[src/uet_pkg.sv]
`timescale 1ns / 1ps
`default_nettype none
package uet_pkg;

  localparam int TABLE_DEPTH = 512;
  localparam int SITE_BITS   = 16;
  localparam int MAX_LIST    = 64;

  localparam int ADDR_W = $clog2(TABLE_DEPTH);
  localparam int CNT_W  = $clog2(TABLE_DEPTH + 1);
  localparam int ID_W   = 16;
  localparam int SITE_W = 16;
  localparam int MAXW_W = 7;

  localparam logic [SITE_W-1:0] SITE_MASK  = SITE_W'((64'd1 << SITE_BITS) - 64'd1);
  localparam logic [MAXW_W-1:0] MAX_LIST_W = MAXW_W'(MAX_LIST);

  typedef enum logic [1:0] {
    ACT_REGISTER  = 2'd0,
    ACT_GET       = 2'd1,
    ACT_FIND      = 2'd2,
    ACT_NEIGHBORS = 2'd3
  } action_t;

  typedef struct packed {
    action_t           action;
    logic [SITE_W-1:0] site_a;
    logic [SITE_W-1:0] site_b;
    logic [ID_W-1:0]   route_id;
    logic [MAXW_W-1:0] max_w;
  } cmd_t;

  typedef struct packed {
    logic [ID_W-1:0]   ident;
    logic [SITE_W-1:0] end_a;
    logic [SITE_W-1:0] end_b;
  } entry_t;

  typedef struct packed {
    logic [ID_W-1:0]   result_id;
    logic [SITE_W-1:0] end_a;
    logic [SITE_W-1:0] end_b;
    logic              found;
    logic              last;
  } res_t;

  localparam int ENTRY_W = $bits(entry_t);

endpackage
`default_nettype wire

[src/uet_front.sv]
`timescale 1ns / 1ps
`default_nettype none
module uet_front (
  input  wire logic                           clk,
  input  wire logic                           rst_n,
  input  wire logic                           in_push,
  output logic                                in_full,
  input  wire logic [1:0]                     in_action,
  input  wire logic [uet_pkg::SITE_W-1:0]     in_site_a,
  input  wire logic [uet_pkg::SITE_W-1:0]     in_site_b,
  input  wire logic [uet_pkg::ID_W-1:0]       in_route_id,
  input  wire logic [uet_pkg::MAXW_W-1:0]     in_max_wanted,
  output logic                                cmd_valid,
  input  wire logic                           cmd_ready,
  output uet_pkg::cmd_t                       cmd
);

  uet_pkg::cmd_t q_r [2];
  uet_pkg::cmd_t new_cmd;
  logic          wp_r;
  logic          rp_r;
  logic [1:0]    cnt_r;
  logic [1:0]    cnt_nxt;
  logic          push_ok;
  logic          pop_ok;

  assign in_full   = (cnt_r == 2'd2);
  assign cmd_valid = (cnt_r != 2'd0);
  assign cmd       = q_r[rp_r];
  assign push_ok   = in_push && !in_full;
  assign pop_ok    = cmd_ready && cmd_valid;
  assign cnt_nxt   = cnt_r + {1'b0, push_ok} - {1'b0, pop_ok};

  always_comb begin
    new_cmd.action   = uet_pkg::action_t'(in_action);
    new_cmd.site_a   = in_site_a & uet_pkg::SITE_MASK;
    new_cmd.site_b   = in_site_b & uet_pkg::SITE_MASK;
    new_cmd.route_id = in_route_id;
    new_cmd.max_w    = (in_max_wanted > uet_pkg::MAX_LIST_W) ? uet_pkg::MAX_LIST_W
                                                             : in_max_wanted;
  end

  always_ff @(posedge clk) begin
    if (push_ok) begin
      q_r[wp_r] <= new_cmd;
    end
  end

  always_ff @(posedge clk) begin
    if (!rst_n) begin
      wp_r  <= 1'b0;
      rp_r  <= 1'b0;
      cnt_r <= 2'd0;
    end else begin
      if (push_ok) begin
        wp_r <= ~wp_r;
      end
      if (pop_ok) begin
        rp_r <= ~rp_r;
      end
      cnt_r <= cnt_nxt;
    end
  end

endmodule
`default_nettype wire

[config.mk]
export PLATFORM = sky130hd
export DESIGN_NAME = uet_front
export DESIGN_NICKNAME = d
export VERILOG_FILES = /design/src/uet_pkg.sv /design/src/uet_front.sv
export SDC_FILE = /design/constraint.sdc
export NUM_CORES = 1
export LEC_CHECK = 0
export BUFFER_PORTS_ARGS = -buffer_cell sky130_fd_sc_hd__buf_4
export CORE_MARGIN = 2
export CORE_UTILIZATION = 35
export DETAILED_ROUTE_END_ITERATION = 16
export GPL_TIMING_DRIVEN = 0
export PLACE_DENSITY = 0.64
export SYNTH_ARGS = -nofsm -noshare
export SYNTH_HDL_FRONTEND = slang
export SYNTH_SLANG_ARGS = --single-unit
export TNS_END_PERCENT = 10
[constraint.sdc]
create_clock -name clk -period 7.2 [get_ports clk]
set_input_delay 1.44 -clock clk [delete_from_list [all_inputs] [get_ports clk]]
set_output_delay 1.44 -clock clk [all_outputs]
set_load 0.01 [all_outputs]
; ---- Word-level counts from Yosys, hierarchy flattened
; Memory sizes are Yosys's and may differ from the RTL's. A register that Yosys moved wholly into a read port is not among the register bits.
; Cells that the tools add are included.
[word_totals]
mem_bits_rw = 114
input_bits = 61
mem_bits_ro = 0
mem_count = 1
reg_bits = 4
word_cells = 19
latchBits = 0
output_inout_bits = 59
[op_classes]
div = 0
shifts = 0
add_sub_neg = 2
n_mul = 0
n_mux = 5
order_cmp = 1
bitwise_logic = 2
reduce_logical = 4
n_eq_ne = 1
[mem_list]
columns = name, words, width, read_ports, rd_clocked_by_memory_dff, write_ports, line
row1 = q_r, 2, 57, 1, 1, 1, uet_front.sv:18  ; uet_pkg::cmd_t q_r [2];
[op_table]
columns = operator, count
row1 = > comparator 7 bit (second input constant), 1
row2 = 2-to-1 mux 7 bit, 1
row3 = 2-to-1 mux 1 bit, 4
row4 = adder 2 x 1 -> 2 bit, 1
row5 = equality test 2 bit (second input constant), 1
row6 = logical AND 1 bit, 2
row7 = inverter 1 bit, 2
row8 = nonzero test 2 bit, 1
row9 = subtractor 2 x 1 -> 2 bit, 1
row10 = logical NOT 1 bit, 1

; ---- Logic depth before layout (Yosys ltp)
; Gate-level depths: netlist (run 1).
[logic_depth]
ltp_word = 5
ltp_mapped = 8
ltp_nobuf = 8

; ---- Worst setup path after synthesis (run 1)
; Ideal clock, no wire load.
[synth_timing]
path_type = input to register
from = input port in_push
to = memory q_r[0][0] in the netlist's numbering, enable pin
arrival_ps = 3921
t_required_ps = 6728
path_stages = 2
n_path_buf = 0
setup_time_ps = 472
path_slack_ps = 2807
path_cell_list = nand2_1 > nor2_1
[synth_between]
elab_chain_cells = 3
[synth_lines]
columns = element, line
row1 = "start, declared", uet_front.sv:6  ; input wire logic in_push,
row2 = logical AND 1 bit, uet_front.sv:30  ; assign push_ok = in_push && !in_full;
row3 = 2-to-1 mux 1 bit, uet_front.sv:44  ; if (push_ok) begin
row4 = 2-to-1 mux 1 bit (not written as such), uet_front.sv:45  ; q_r[wp_r] <= new_cmd;
row5 = "end, declared", uet_front.sv:18
; No other way between the ends.

==> results.yml, run 1 <==
clocking:
  htreeDepth: 4
  cts_setup_buffers: 0
  cts_tree: "done"
  cts_resized: 0
  path_clk_slew_ns: 0.05
  hold_buffers: 0
  cts_sinks: 119
  clock_latency_ns: 0.40
  cts-buffers-inserted: 17
  cts-root-buf: "clkbuf_16"
  cts_buffer_depth: 2
sta:
  min_period_over_period: 0.4228
  fin_crit_ns: 3.044
  timing.fmax_ghz: 0.3285
  worstMarginPinSlew_ns: 0.8754
  tns_ns: 0
  hold_viol: 0
  fin_skew_ns: 0.005773
  final-setup-viol-count: 0
  max_slew_margin: 0.4150
  slew_violations: 0
  grt_setup_unrepaired: "false"
yosys:
  ys_types: 21
  synth_warnings: 0
  syn-cell-area_mm2: 0.004511
  synthTopCellsByArea: "edfxtp_1, mux2_4, mux2_2"
  synth_nets: 274
  async_flop_share: 0
  yosys-top-cells-count: "edfxtp_1, mux2_4, mux2_2"
  ys_ff_latch: 119
  synth_top_area_cell: "edfxtp_1"
  synth_edf_count: 114
  syn_inst: 211
  synth_flop_cell: "edfxtp_1"
  synth_top_area_share: 0.7589
  synth_most_common_cell: "edfxtp_1"
  syn_area_per_cell_um2: 21.38
  synth_seq_area_share: 0.7811
place:
  post-dp-hpwl_mm: 5.318
  globalplace.congestion: 0.6160
  port_buffers: 119
finish:
  diodes: 0
  fin_util: 0.4903
  syn_to_final_growth_pct: 37.17
  final_layout_size_suffix_gt1_frac: 0.5813
  regArea_mm2: 0.003523
  multi_input_area_um2: 925.9
  nFillCells: 1108
  num-nets-final: 414
status:
  outcome: "finished clean"
routing:
  drcViolationCount: 0
  vias: 2325
  viasPerCell: 4.346
  wl_per_cell_um: 15.06
  first_pass_iters: 4
  ant_nets: 0
  drt-total-wl_mm: 8.055
  drtIter0Drc: 123
setup_path:
  required_ns: 5.76
  critPathCaptureType: "output pin"
  cp-start-kind: "flip-flop"
  worstSetupPathType: "flip-flop to output pin"
  cp_data_arrival_time_ns: 1.60
  path_max_fanout: 10
floorplanning:
  die_w_um: 117.5
  io-pin-count: 120
  die_area_mm2: 0.01381
  core.rowCount: 41
  die_height_um: 117.5
  start_util: 0.3574
  core_mm2: 0.01262
min_path:
  hold_class: "flip-flop to flip-flop"
global_routing:
  grt-ovfl-total: 0
  grt_antenna_before_repair: 0
  grt_pass1_wl_mm: 12.48
  grt_max_degree: 32
  grt_pass1_vias: 2488
  grt_usage: 0.1207
run:
  cap_violations: 0
pwr:
  p_leak_nw: 2.398
  ir_worst_vdd_mv: 0.2206
  powerDensity_mw_per_mm2: 375.4
==> per-stage QoR <==
| step | setup slack (ns) | hold WS, ns | power (mW) | instances | area, µm² |
|---|---|---|---|---|---|
| 2_1_floorplan | 2.807 | 0.4549 | 1.324 | 211 | 4511 |
| 3_3_place_gp | 1.248 | 0.4657 | 1.604 | 502 | 5619 |
| 3_5_place_dp | 4.153 | 0.4968 | 1.616 | 504 | 5668 |
| 4_1_cts | 4.087 | 0.5260 | 2.364 | 535 | 6187 |
| 5_1_grt | 4.053 | 0.5567 | 2.439 | 535 | 6187 |
| 6_report | 4.156 | 0.5185 | 2.323 | 535 | 6187 |
==> cell families after synthesis <==
logic type,count (synthesis),share of synthesized area
muxes,58,0.1695
xor gates and xnor gates,2,0.003884
DFF,119,0.7811
and+or+nand+nor,19,0.02275
AOI/OAI and AO/OA,1,0.001665
buffers and inverters,10,0.01553
adders and majority gates,2,0.005547
==> worst max-delay path, cell delays in order (launching register included) <==
cell     delay [ns]
dfxtp_1        0.36
buf_6          0.19
buf_6          0.20
mux2_4         0.31
buf_4          0.14
==> sequential cells by signal (all words and copies together), names as in the netlist, named ones only <==
signal and cells:
q_r 114, cnt_r 2, rp_r 1, wp_r 1
==> power by group <==
group          internal, mW  switching [mW]
combinational         0.366           0.295
sequential            0.895          0.0303
clock                 0.461           0.276
==> routing by layer <==
layer / global-route usage / routed length [µm] / up-vias / part of all wire
met4: 0.06099 / 139 / 0 / 0.017
li1: - / - / 1100 / -
met5: 0 / 0 / - / 0
met3: 0.05572 / 551 / 12 / 0.068
met2: 0.1908 / 4001 / 82 / 0.50
met1: 0.1381 / 3363 / 1131 / 0.42
==> path summary, 6_finish.rpt <==
path / cells past startpoint / from / to / slack [ns]
max: 4 / flip-flop / cmd[41] / 4.16
min reg2reg: 2 / rp_r / flip-flop / 0.52
min: 2 / rp_r / flip-flop / 0.52
max reg2reg: 4 / cnt_r[0] / q_r[0][54] / 5.20
==> placed cells by master, fill, tap and decap left out, types with 2 or more instances in the layout <==
cell        count
inv_1           3
nand2b_1        2
dfxtp_1         5
clkinv_2        3
clkbuf_1        2
buf_4         119
buf_2           2
mux2_4         30
edfxtp_1      114
clkinv_1        6
nand2_1         2
nor2_1          3
nor2b_1         6
clkinvlp_4      3
ha_1            2
and2_1          2
buf_6           4
mux2_2         27
buf_12          2
clkbuf_16      17
==> layout make-up <==
| class | instances | share of cell area |
|---|---|---|
| multi-input combinational | 82 | 0.1496 |
| inverter | 3 | 0.001820 |
| clock inverter | 13 | 0.01456 |
| clock buffer | 18 | 0.06936 |
| buffer | 7 | 0.009505 |
| timing repair buffer | 121 | 0.1509 |
| tap | 172 | 0.03478 |
| sequential | 119 | 0.5695 |
Power figures use the tool's default switching activity.
==> inputs of run 2 (changes only) <==
==> constraint.sdc (replaced) <==
create_clock -name clk -period 2.99 [get_ports clk]
set_input_delay 0.598 -clock clk [delete_from_list [all_inputs] [get_ports clk]]
set_output_delay 0.598 -clock clk [all_outputs]
set_load 0.01 [all_outputs]
==> run 2 against run 1 <==
Against the previous run:
- via count fell by 1.8%
- count of clock-buffer cells in the layout rose by 5
- clock skew rose by 0.0010 ns
- non-clock buffer count fell by 1
- total power rose to 2.6 times the previous value
- setup slack got worse by 3.4 ns
- register-to-register slack got worse by 4.3 ns
- final area rose by 1.5%
- combinational power rose by 140%
- flip-flop and latch count did not move
- critical endpoint is now cmd[48]
- largest cell class unchanged
==> results.yml, run 2 (synthesis gave the netlist of run 1 again) <==
clocking:
  htreeDepth: 4
  cts_sinks: 119
  hold_buffers: 0
  cts_resized: 0
  clock_latency_ns: 0.41
  cts_tree: "done"
  cts-buffers-inserted: 17
  cts_buffer_depth: 2
  cts_setup_buffers: 0
  path_clk_slew_ns: 0.05
  cts-root-buf: "clkbuf_16"
floorplanning:
  start_util: 0.3574
  die_area_mm2: 0.01381
  core_mm2: 0.01262
  core.rowCount: 41
  die_w_um: 117.5
  io-pin-count: 120
  die_height_um: 117.5
routing:
  vias: 2282
  wl_per_cell_um: 14.63
  drcViolationCount: 0
  first_pass_iters: 4
  drtIter0Drc: 139
  drt-total-wl_mm: 7.829
  ant_nets: 0
  viasPerCell: 4.265
place:
  globalplace.congestion: 0.6560
  placed_area_mm2: 0.005652
  port_buffers: 119
  post-dp-hpwl_mm: 5.052
sta:
  worstMarginPinSlew_ns: 0.9385
  min_period_over_period: 0.7348
  tns_ns: 0
  final-setup-viol-count: 0
  hold_viol: 0
  grt_setup_unrepaired: "false"
  slew_violations: 0
  fin_crit_ns: 2.197
  max_slew_margin: 0.3728
  timing.fmax_ghz: 0.4552
  fin_skew_ns: 0.006783
setup_path:
  worstSetupPathType: "flip-flop to output pin"
  cp_slowest_cell: "dfxtp_1"
  cp_top_family: "buffers and inverters"
  cp_cell_sequence: "buf_6 -> buf_6 -> mux2_4 -> buf_4"
  required_ns: 2.39
  cp_common_cell: "buf_6"
  path_max_fanout: 10
  critPathCaptureType: "output pin"
  reg2reg_to: "q_r[0][34]"
  cp.depth: 4
  slowest_delay_ns: 0.35
  reg2reg_depth: 4
  cp-start-kind: "flip-flop"
  crit_buf_inv: 3
  ff2ff_setup_slack_ns: 0.94
  rr_startpoint: "cnt_r[0]"
  cp_data_arrival_time_ns: 1.60
global_routing:
  grt_usage: 0.1192
  grt-ovfl-total: 0
  grt_antenna_before_repair: 0
  grt_pass1_vias: 2415
  grt_pass1_wl_mm: 12.10
  grt_max_degree: 58
min_path:
  hp-start: "in_site_a[5]"
  hold_path_depth: 1
  hold_class: "primary input to flip-flop"
  min_to: "q_r[1][44]"
finish:
  syn_to_final_growth_pct: 39.17
  final_layout_size_suffix_gt1_frac: 0.5923
  top_regs: "q_r: 114 flops, cnt_r: 2 flops"
  mostFrequentLayoutCells: "buf_4, edfxtp_1, mux2_4, mux2_2, clkbuf_16"
  postLayoutCellArea_mm2: 0.006277
  num-nets-final: 413
  largest_reg_flops: 114
  final_common_cell: "buf_4"
  diodes: 0
  largest_register: "q_r"
pwr:
  ir_worst_vdd_mv: 0.5169
  p_leak_nw: 2.449
  swShare: 0.2434
  p_switching_mw: 1.442
  combPwrFrac: 0.266
  pwr-share-seq: 0.376
  p_clk_frac: 0.358
  powerDensity_mw_per_mm2: 944.0
  intPower_mw: 4.484
run:
  cap_violations: 0
status:
  outcome: "finished clean"
## run 2: cell types whose count changed in the layout (fill, tap and decap cells not counted), sizes merged
| cell | change |
|---|---|
| clkbuf | +5 |
| clkinv | -5 |
| bufinv | +3 |
| clkinvlp | -2 |
| buf | -1 |
## run 2: cell type report
class                           count  area [µm²]
Fill cell                        1107        6342
Buffer                              7       58.81
Tap cell                          172       215.2
Inverter                            3       11.26
Timing Repair Buffer              120       913.4
Multi-Input combinational cell     82       929.6
Clock inverter                      9       147.6
Clock buffer                       23       478.0
Sequential cell                   119        3523
## run 2: worst max path at each step
stage / start / slack [ns] / to
6_report: flip-flop / 0.79 / cmd[48]
5_1_grt: flip-flop / 0.67 / cmd[48]
4_1_cts: flip-flop / 0.73 / cmd[48]
3_5_place_dp: in_push / 0.75 / q_r[0][34]
3_3_place_gp: in_push / -0.68 / q_r[0][26]
2_1_floorplan: in_push / 0.39 / q_r[0][0]
## run 2: worst reg2reg max path, cell delays in order (launching register included)
cell      delay (ns)
dfxtp_1         0.36
nand2b_1        0.18
nand2_1         0.15
nor2_4          0.74
buf_12          0.29
## run 2: power groups by stage
stage | sequential [mW] | combinational [mW] | clock (mW)
final | 2.23 | 1.58 | 2.12
after global placement | 2.27 | 1.59 | 0
after CTS | 2.23 | 1.62 | 2.17
after global routing | 2.25 | 1.70 | 2.24
after detailed placement | 2.26 | 1.62 | 0
after floorplan | 2.25 | 0.934 | 0
## run 2: per-layer routing
| layer | routed length (µm) | track usage |
|---|---|---|
| met1 | 3168 | 0.1268 |
| met2 | 3965 | 0.1941 |
| met3 | 542 | 0.06008 |
| met4 | 153 | 0.06325 |
| met5 | 0 | 0 |
## run 2: through the flow
stage / setup slack (ns) / utilization / power [mW] / instances / hold slack, ns
after floorplan: 0.3898 / - / 3.184 / 211 / 0.4660
after global placement: -0.6813 / 0.4455 / 3.856 / 502 / 0.4812
after detailed placement: 0.7465 / 0.4478 / 3.881 / 503 / 0.5069
after CTS: 0.7288 / 0.4974 / 6.024 / 535 / 0.3475
after global routing: 0.6701 / 0.4974 / 6.191 / 535 / 0.3489
final: 0.7931 / 0.4974 / 5.926 / 535 / 0.3728
